### src/sv/zrle_pkg.sv
// zero run-length encoder: shared widths, result and work types, encode steps
// no dependencies; used by the channel interfaces and the core
package zrle_pkg;

  localparam int BYTE_W        = 8;
  localparam int LEN_W         = 12;
  localparam int MAX_PKT_BYTES = 2048;
  localparam int MAX_RES       = 4;
  localparam int NRES_W        = $clog2(MAX_RES + 1);
  localparam int SLOT_W        = $clog2(MAX_RES);
  localparam int QDEPTH        = 4;
  localparam int QPTR_W        = $clog2(QDEPTH);
  localparam int QCNT_W        = $clog2(QDEPTH + 1);

  localparam logic [BYTE_W-1:0] ZERO_MARK = 8'h00;
  localparam logic [BYTE_W-1:0] RUN_MAX   = 8'hFF;

  typedef struct packed {
    logic [BYTE_W-1:0] out_byte;
    logic              has_byte;
    logic              packet_done;
    logic              overflow_fail;
    logic [LEN_W-1:0]  total_length;
  } res_t;

  typedef struct packed {
    logic [NRES_W-1:0]      n;
    res_t [MAX_RES-1:0]     res;
  } group_t;

  typedef struct packed {
    logic              run;
    logic [BYTE_W-1:0] xcnt;
    logic [LEN_W-1:0]  ecnt;
    logic              failed;
    logic [LEN_W-1:0]  cap;
    group_t            grp;
  } work_t;

  function automatic work_t put_res(work_t w, logic [BYTE_W-1:0] b, logic has, logic done);
    work_t o;
    o = w;
    o.grp.res[w.grp.n[SLOT_W-1:0]] = '{out_byte: b, has_byte: has, packet_done: done,
                                      overflow_fail: w.failed, total_length: w.ecnt};
    o.grp.n = w.grp.n + NRES_W'(1);
    return o;
  endfunction

  function automatic work_t emit_byte(work_t w, logic [BYTE_W-1:0] b);
    work_t o;
    o = w;
    if (!w.failed) begin
      if (w.ecnt >= w.cap) begin
        o.failed = 1'b1;
      end else begin
        o.ecnt = w.ecnt + LEN_W'(1);
        o = put_res(o, b, 1'b1, 1'b0);
      end
    end
    return o;
  endfunction

  // marker only goes out if its count byte fits too
  function automatic work_t start_run(work_t w);
    work_t o;
    o = w;
    o.run  = 1'b1;
    o.xcnt = '0;
    if (!w.failed) begin
      if (({1'b0, w.ecnt} + (LEN_W+1)'(2)) > {1'b0, w.cap}) begin
        o.failed = 1'b1;
      end else begin
        o = emit_byte(o, ZERO_MARK);
      end
    end
    return o;
  endfunction

  function automatic work_t close_run(work_t w);
    work_t o;
    o = w;
    if (w.run) begin
      o = emit_byte(o, w.xcnt);
    end
    o.run  = 1'b0;
    o.xcnt = '0;
    return o;
  endfunction

endpackage

### src/sv/zrle_in_if.sv
// input channel of the zero run-length encoder: raw packet bytes
// depends on zrle_pkg for field widths
interface zrle_in_if import zrle_pkg::*; ();
  logic              valid;
  logic              ready;
  logic [BYTE_W-1:0] in_byte;
  logic              end_of_packet;
  logic [LEN_W-1:0]  capacity;

  modport source (output valid, in_byte, end_of_packet, capacity, input ready);
  modport sink   (input valid, in_byte, end_of_packet, capacity, output ready);
endinterface

### src/sv/zrle_out_if.sv
// result channel of the zero run-length encoder: compressed bytes and status
// depends on zrle_pkg for field widths
interface zrle_out_if import zrle_pkg::*; ();
  logic              valid;
  logic              ready;
  logic [BYTE_W-1:0] out_byte;
  logic              has_byte;
  logic              packet_done;
  logic              overflow_fail;
  logic [LEN_W-1:0]  total_length;

  modport source (output valid, out_byte, has_byte, packet_done, overflow_fail,
                  total_length, input ready);
  modport sink   (input valid, out_byte, has_byte, packet_done, overflow_fail,
                  total_length, output ready);
endinterface

### src/sv/zero_run_length_encoder_core.sv
// zero run-length encoder core: input register, encode step, result group queue
// depends on zrle_pkg, zrle_in_if and zrle_out_if
//
//   channel   | dir | handshake     | beat carries
//   in_ch     | in  | valid/ready   | in_byte, end_of_packet, capacity
//   out_ch    | out | valid/ready   | out_byte, has_byte, packet_done, overflow_fail,
//             |     |               | total_length
//
// one input beat per cycle unless stalled; each byte gives 0 to 4 result beats
// result beats leave one per cycle while out_ch is ready; path: input register, queue
// results of one byte are queued together, 4 byte groups deep; input stalls only when
// the queue is full and the registered byte has results to push
// rst_n is synchronous; after reset the next byte starts a packet
module zero_run_length_encoder_core import zrle_pkg::*; (
  input  logic        clk,
  input  logic        rst_n,
  zrle_in_if.sink     in_ch,
  zrle_out_if.source  out_ch
);

  logic              a_valid_r;
  logic [BYTE_W-1:0] a_byte_r;
  logic              a_last_r;
  logic [LEN_W-1:0]  a_cap_r;

  logic              run_r;
  logic [BYTE_W-1:0] xcnt_r;
  logic [LEN_W-1:0]  ecnt_r;
  logic              failed_r;
  logic              pkt_start_r;
  logic [LEN_W-1:0]  cap_r;

  group_t            q_mem_r [QDEPTH];
  logic [QPTR_W-1:0] wr_ptr_r;
  logic [QPTR_W-1:0] rd_ptr_r;
  logic [QCNT_W-1:0] q_cnt_r;
  logic [SLOT_W-1:0] sub_r;

  work_t             w;
  logic              a_adv;
  logic              push;
  logic              pop;
  logic              out_fire;
  group_t            head;
  res_t              head_res;

  // encode step for the registered byte
  always_comb begin
    w.grp = '0;
    if (pkt_start_r) begin
      w.run    = 1'b0;
      w.xcnt   = '0;
      w.ecnt   = '0;
      w.failed = 1'b0;
      w.cap    = (a_cap_r > LEN_W'(MAX_PKT_BYTES)) ? LEN_W'(MAX_PKT_BYTES) : a_cap_r;
    end else begin
      w.run    = run_r;
      w.xcnt   = xcnt_r;
      w.ecnt   = ecnt_r;
      w.failed = failed_r;
      w.cap    = cap_r;
    end
    if (a_byte_r == ZERO_MARK) begin
      priority if (!w.run) begin
        w = start_run(w);
      end else if (w.xcnt < RUN_MAX) begin
        w.xcnt = w.xcnt + BYTE_W'(1);
      end else begin
        w = close_run(w);
        w = start_run(w);
      end
    end else begin
      w = close_run(w);
      w = emit_byte(w, a_byte_r);
    end
    if (a_last_r) begin
      w = close_run(w);
      w = put_res(w, ZERO_MARK, 1'b0, 1'b1);
    end
  end

  assign a_adv       = a_valid_r && ((w.grp.n == '0) || (q_cnt_r != QCNT_W'(QDEPTH)));
  assign push        = a_adv && (w.grp.n != '0);
  assign in_ch.ready = !a_valid_r || a_adv;

  assign head     = q_mem_r[rd_ptr_r];
  assign head_res = head.res[sub_r];
  assign out_fire = out_ch.valid && out_ch.ready;
  assign pop      = out_fire && ({1'b0, sub_r} == (head.n - NRES_W'(1)));

  assign out_ch.valid         = (q_cnt_r != '0);
  assign out_ch.out_byte      = head_res.out_byte;
  assign out_ch.has_byte      = head_res.has_byte;
  assign out_ch.packet_done   = head_res.packet_done;
  assign out_ch.overflow_fail = head_res.overflow_fail;
  assign out_ch.total_length  = head_res.total_length;

  // input register
  always_ff @(posedge clk) begin
    if (!rst_n) begin
      a_valid_r <= 1'b0;
    end else if (in_ch.ready) begin
      a_valid_r <= in_ch.valid;
    end
  end

  always_ff @(posedge clk) begin
    if (in_ch.valid && in_ch.ready) begin
      a_byte_r <= in_ch.in_byte;
      a_last_r <= in_ch.end_of_packet;
      a_cap_r  <= in_ch.capacity;
    end
  end

  // encoder state
  always_ff @(posedge clk) begin
    if (!rst_n) begin
      run_r       <= 1'b0;
      xcnt_r      <= '0;
      ecnt_r      <= '0;
      failed_r    <= 1'b0;
      pkt_start_r <= 1'b1;
      cap_r       <= '0;
    end else if (a_adv) begin
      run_r       <= w.run;
      xcnt_r      <= w.xcnt;
      ecnt_r      <= w.ecnt;
      failed_r    <= w.failed;
      pkt_start_r <= a_last_r;
      cap_r       <= w.cap;
    end
  end

  // result group queue
  always_ff @(posedge clk) begin
    if (push) begin
      q_mem_r[wr_ptr_r] <= w.grp;
    end
  end

  always_ff @(posedge clk) begin
    if (!rst_n) begin
      wr_ptr_r <= '0;
      rd_ptr_r <= '0;
      q_cnt_r  <= '0;
      sub_r    <= '0;
    end else begin
      if (push) begin
        wr_ptr_r <= wr_ptr_r + QPTR_W'(1);
      end
      if (pop) begin
        rd_ptr_r <= rd_ptr_r + QPTR_W'(1);
        sub_r    <= '0;
      end else if (out_fire) begin
        sub_r <= sub_r + SLOT_W'(1);
      end
      q_cnt_r <= q_cnt_r + QCNT_W'(push) - QCNT_W'(pop);
    end
  end

`ifndef SYNTHESIS
  a_q_bound: assert property (@(posedge clk) disable iff (!rst_n)
    q_cnt_r <= QCNT_W'(QDEPTH))
    else $error("result queue over depth");

  a_head_nonempty: assert property (@(posedge clk) disable iff (!rst_n)
    out_ch.valid |-> (head.n != '0) && ({1'b0, sub_r} < head.n))
    else $error("queued group has no result at current slot");

  a_sub_idle: assert property (@(posedge clk) disable iff (!rst_n)
    (q_cnt_r == '0) |-> (sub_r == '0))
    else $error("slot index left over with empty queue");

  a_done_restarts: assert property (@(posedge clk) disable iff (!rst_n)
    (a_adv && a_last_r) |=> pkt_start_r)
    else $error("packet end did not rearm packet start");
`endif

endmodule

### src/flat_wrapper.sv
// flat-port wrapper written by rule: the top's interface ports become plain ports
module zero_run_length_encoder_core_flat import zrle_pkg::*;
  (clk, rst_n, in_ch_valid, in_ch_in_byte, in_ch_end_of_packet, in_ch_capacity, in_ch_ready, out_ch_valid, out_ch_out_byte, out_ch_has_byte, out_ch_packet_done, out_ch_overflow_fail, out_ch_total_length, out_ch_ready);
  zrle_in_if in_ch_i ();
  zrle_out_if out_ch_i ();
  input  logic clk;
  input  logic rst_n;
  input wire logic [$bits(in_ch_i.valid)-1:0] in_ch_valid;
  input wire logic [$bits(in_ch_i.in_byte)-1:0] in_ch_in_byte;
  input wire logic [$bits(in_ch_i.end_of_packet)-1:0] in_ch_end_of_packet;
  input wire logic [$bits(in_ch_i.capacity)-1:0] in_ch_capacity;
  output wire logic [$bits(in_ch_i.ready)-1:0] in_ch_ready;
  output wire logic [$bits(out_ch_i.valid)-1:0] out_ch_valid;
  output wire logic [$bits(out_ch_i.out_byte)-1:0] out_ch_out_byte;
  output wire logic [$bits(out_ch_i.has_byte)-1:0] out_ch_has_byte;
  output wire logic [$bits(out_ch_i.packet_done)-1:0] out_ch_packet_done;
  output wire logic [$bits(out_ch_i.overflow_fail)-1:0] out_ch_overflow_fail;
  output wire logic [$bits(out_ch_i.total_length)-1:0] out_ch_total_length;
  input wire logic [$bits(out_ch_i.ready)-1:0] out_ch_ready;
  assign in_ch_i.valid = in_ch_valid;
  assign in_ch_i.in_byte = in_ch_in_byte;
  assign in_ch_i.end_of_packet = in_ch_end_of_packet;
  assign in_ch_i.capacity = in_ch_capacity;
  assign in_ch_ready = in_ch_i.ready;
  assign out_ch_valid = out_ch_i.valid;
  assign out_ch_out_byte = out_ch_i.out_byte;
  assign out_ch_has_byte = out_ch_i.has_byte;
  assign out_ch_packet_done = out_ch_i.packet_done;
  assign out_ch_overflow_fail = out_ch_i.overflow_fail;
  assign out_ch_total_length = out_ch_i.total_length;
  assign out_ch_i.ready = out_ch_ready;
  zero_run_length_encoder_core u_core (.clk(clk), .rst_n(rst_n), .in_ch(in_ch_i), .out_ch(out_ch_i));
endmodule
### config.mk
export PLATFORM = sky130hd
export DESIGN_NAME = zero_run_length_encoder_core_flat
export DESIGN_NICKNAME = d
export VERILOG_FILES = /design/src/sv/zrle_pkg.sv /design/src/sv/zrle_in_if.sv /design/src/sv/zrle_out_if.sv /design/src/sv/zero_run_length_encoder_core.sv /design/src/flat_wrapper.sv
export SDC_FILE = /design/constraint.sdc
export NUM_CORES = 1
export LEC_CHECK = 0
export BUFFER_PORTS_ARGS = -buffer_cell sky130_fd_sc_hd__buf_2
export CORE_AREA = 2 2 228 230
export CTS_CLUSTER_SIZE = 30
export DETAILED_ROUTE_END_ITERATION = 8
export DIE_AREA = 0 0 230 232
export MAX_ROUTING_LAYER = met4
export PLACE_DENSITY = 0.79
export SLEW_MARGIN = 20
export SYNTH_ARGS = -nofsm -noshare
export SYNTH_HDL_FRONTEND = slang
export SYNTH_SLANG_ARGS = --single-unit
### constraint.sdc
create_clock -name clk -period 13.9 [get_ports clk]
set_clock_uncertainty 0.2 [all_clocks]
set_input_delay 2.085 -clock clk [delete_from_list [all_inputs] [get_ports clk]]
set_output_delay 2.085 -clock clk [all_outputs]
set_load 0.02 [all_outputs]
==> flow_results.org <==
** Critical path
- The critical path is of the reg2out type.
- Reg-to-reg critical path endpoint :: u_core.q_mem_r[0][41]
- Master of the slowest instance on the critical path :: sky130_fd_sc_hd__a41oi_1
- Crit Path Max Fanout :: 15
- Crit path to :: in_ch_ready
- The startpoint identified for the worst register-to-register timing path is u_core.a_cap_r[3].
- The critical path starts at u_core.a_cap_r[3].
- CP endpoint kind :: output pin
- Depth of the worst register-to-register path :: around 50
- CP most frequent cell :: sky130_fd_sc_hd__ha_1
- STA puts the critical path data arrival time at roughly 11 ns.
- Setup slack on the worst reg-to-reg path comes out at roughly 1.8 ns.
- On the worst path, the slowest cell contributes a delay of around 0.44 ns.
- STA puts the critical path data required time at about 12 ns.
- STA classifies the critical path startpoint as a flip-flop.

** Cells and area
- Final standard cell area without fillers :: ~28000 um2
- Final layout net count :: around 2300
- Summing all flip-flop and latch instances after layout gives 13000 um2.
- Leading cell type in the layout, fill and taps excluded :: sky130_fd_sc_hd__edfxtp_1
- The number of antenna diodes in the final layout is 0.
- Layout overhead on the synthesized area :: 11.9%
- Multi-input gate area in the final layout :: between 10000 and 15000 um2
- The finished layout holds 2842 standard cells, fillers aside.
- In the layout the commonest cells are 401 x sky130_fd_sc_hd__edfxtp_1, 202 x sky130_fd_sc_hd__nor2_1, 148 x sky130_fd_sc_hd__nand2_1.
- The post-route netlist has just under 20% of its cells at a drive strength greater than 1.
- Fillers :: approximately 4200

** Global routing
- Global-route usage over all layers :: a little over a third
- The first global-routing pass estimated about 130000 um of wire.
- Total grt overflow :: 0
- The initial antenna violation count came to 0.
- Entering global routing, the biggest net connects 70 pins.
- The via count of the first global-routing pass was between 15000 and 20000.

** Route
- Number of design-rule violations left by the first detailed-router iteration :: approximately 2300
- Vias after detailed routing :: 19300
- Post-detailed-route DRC marker count :: 0
- Before antenna repair, the detailed router went through 6 iterations.
- Wires add up to roughly 90000 um.
- After detailed routing, the average wire length per cell comes to ~32 um.
- Using the TritonRoute via totals, the vias-per-cell ratio works out to 6.78.
- In this run the remaining antenna-violating nets after routing total 0.

** STA
- Tmin final :: 13.33 ns
- Setup violations remaining at the end of the flow were counted as 0.
- Smallest hold slack :: around 0.3 ns
- Worst max-slew margin expressed relative to the limit :: between 20% and 30%
- Worst Max-Slew Pin Slew :: 1.06 ns
- The count of pins over their slew limit was 0.
- The final number of hold-violating endpoints came to 0.
- Dividing the final minimum period by the clock period gives between 90% and 100%.
- Max Clock Freq :: approximately 75 MHz

** Die
- The initialized floorplan defines 83 standard-cell rows.
- For this configuration, the core starts out at a cell density of between 40% and 50%.
- Overall die height :: roughly 230 um
- Standard cell core area :: 50900 um2
- The die is 230 um wide.
- Overall die area :: between 50000 and 60000 um2
- I/O pin total :: 50

** Run status
- Result of the run :: completed

** CTS
- After clock tree synthesis, the clock-pin slew on the worst setup and hold paths is 0.06 ns.
- TritonCTS built the clock tree.
- Clock latency at the later pin of the worst-skew pair :: approximately 0.6 ns
- Max clock buf depth :: 3
- The number of clock buffers added by TritonCTS is 45.
- The root buffer cell chosen for the clock tree is sky130_fd_sc_hd__clkbuf_16.
- The clock drives between 400 and 500 sinks.
- The H-tree generated during clock tree synthesis spans 2 levels.
- Hold_buf cts :: 0

** Worst hold path
- Hold Path Cell Cnt :: 2
- Hold WC Path Type :: reg2reg

** Yosys
- Top FF cell, synth :: sky130_fd_sc_hd__edfxtp_1
- Counting flops with a built-in enable in the synthesized netlist gives around 400.
- For this run, the number of Yosys warnings is 0.
- Total standard cell area after synthesis :: 25100 um2
- In the synthesized netlist the async set-or-reset flop fraction comes to 0%.
- The average instance in the mapped netlist occupies roughly 12 um2.
- Synthesis produced a netlist with a net count of approximately 2200.
- Yosys top cell area share :: between 40% and 50%
- The cell count after synthesis came out at 2060.
- The synthesized design spends more area on one cell type than any other, namely sky130_fd_sc_hd__edfxtp_1.
- Of the synthesized area, sequential elements account for between 50% and 60%.
- Register bit total from synthesis :: 448
- The number of different library cells used by synthesis comes to ~110.
- Leading post-synthesis cells by cell area :: sky130_fd_sc_hd__edfxtp_1 48%, sky130_fd_sc_hd__mux4_2 11%, sky130_fd_sc_hd__ha_1 4.8%, sky130_fd_sc_hd__dfxtp_1 3.7%, sky130_fd_sc_hd__nor2_1 3.0%

** Place
- After legalization and detailed placement, the total HPWL measured roughly 63000 um.
- In this run the cell area measured after placement is 26500 um2.
- Final estimated routing congestion in global placement :: ~1.0
- The count of buffers added on input and output ports is 49.
- Counting tap cells, the placed design contains a total of roughly 2800 instances.

** Run
- Across the run, the number of max-cap violations was 0.

** Power
- Power density over the cells :: between 100 and 150 nW/um2
- Maximum resistive drop on vdd :: 0.0000956 V
- The analysis attributes to cell leakage a power of ~9.6 nW.
==> worst min path at each step <==
| stage | startpoint | end | slack (ns) |
|---|---|---|---|
| 6_report | u_core.cap_r[11] | u_core.cap_r[11] | 0.30 |
| 5_1_grt | u_core.cap_r[9] | u_core.cap_r[9] | 0.32 |
| 4_1_cts | u_core.cap_r[11] | u_core.cap_r[11] | 0.30 |
| 3_5_place_dp | u_core.cap_r[0] | u_core.cap_r[0] | 0.29 |
| 3_3_place_gp | u_core.cap_r[0] | u_core.cap_r[0] | 0.28 |
| 2_1_floorplan | u_core.cap_r[0] | u_core.cap_r[0] | 0.26 |
==> power by group <==
part	total, mW	internal (mW)	switching [mW]
clock network	1.24	0.700	0.537
logic	0.600	0.213	0.387
registers	1.55	1.53	0.0289
==> registers in the layout (all words and copies together) (netlist names), 3 cells and up, named ones only <==
name and flops:
u_core.cap_r 12, u_core.q_mem_r 380, u_core.a_cap_r 12, u_core.a_byte_r 8
u_core.ecnt_r 12, u_core.xcnt_r 8, u_core.q_cnt_r 3
==> worst max-delay path: cells and delay by family, from the launching register on <==
family,cells,cell delay [ns]
multiplexers,1,0.09
flip-flops,1,0.42
buffers and inverters,9,1.81
AO/OA/AOI/OAI,19,3.91
AND/OR/NAND/NOR,12,2.48
adder cells (fa/ha/maj),6,1.74
==> timing repair <==
action	in CTS	in global routing
hold endpoints to repair	0	0
buffers inserted	0	1
resized for setup	0	17
setup endpoints to repair	0	1
==> metrics by stage <==
| step | total power, mW | util (%) | TNS, ns | setup slack (ns) |
|---|---|---|---|---|
| after floorplan | 1.94 | - | 0 | 0.292 |
| after global placement | 2.14 | 52.1 | 0 | 1.13 |
| after detailed placement | 2.15 | 52.1 | 0 | 0.973 |
| after CTS | 3.39 | 55.0 | 0 | 0.286 |
| after global routing | 3.48 | 55.2 | -0.0500 | -0.0500 |
| final | 3.39 | 55.2 | 0 | 0.565 |
==> metal layers <==
metal  GRT usage [%]  wire (um)  up-vias
li1                -          -     8153
met1            43.3      34300     9665
met2            56.4      43500     1195
met3            6.30       8200      256
met4            14.9       4410        0
met5               -          0        -
==> cell families (layout without fill, tap and decap cells) <==
kind of cell,Yosys count,after routing,share of synthesized area [%]
AO/OA/AOI/OAI,455,455,12.8
multiplexers,147,147,11.8
flip-flops,448,448,51.7
XOR/XNOR,84,84,3.01
buffers and inverters,191,293,3.10
adder cells (fa/ha/maj),98,98,4.92
AND/OR/NAND/NOR,637,637,12.6
==> cell type report <==
cell class | instances | area share [%]
timing repair buffer | 148 | 3.79
sequential | 448 | 46.3
multi-input combinational | 1421 | 40.8
inverter | 63 | 0.842
clock buffer | 55 | 4.14
clock inverter | 27 | 1.19
tap | 680 | 3.03
==> synthesized netlist by cell type, drive strengths merged (11+ instances only) <==
cell,instances
ha,97
a22oi,29
inv,59
o21a,13
nand2,148
dfxtp,47
o21ai,80
mux2i,26
a21o,17
a21oi,109
nand4,27
o22ai,18
nor2,202
nand3,62
buf,37
o211ai,12
and2,18
nand2b,16
a211oi,31
clkbuf,91
mux4,118
xor2,27
o31ai,11
nor4,23
edfxtp,401
and3,22
or3,15
nor2b,14
nor3,50
xnor2,57
a31oi,23
Note: power is estimated with default switching activity, not from simulation.
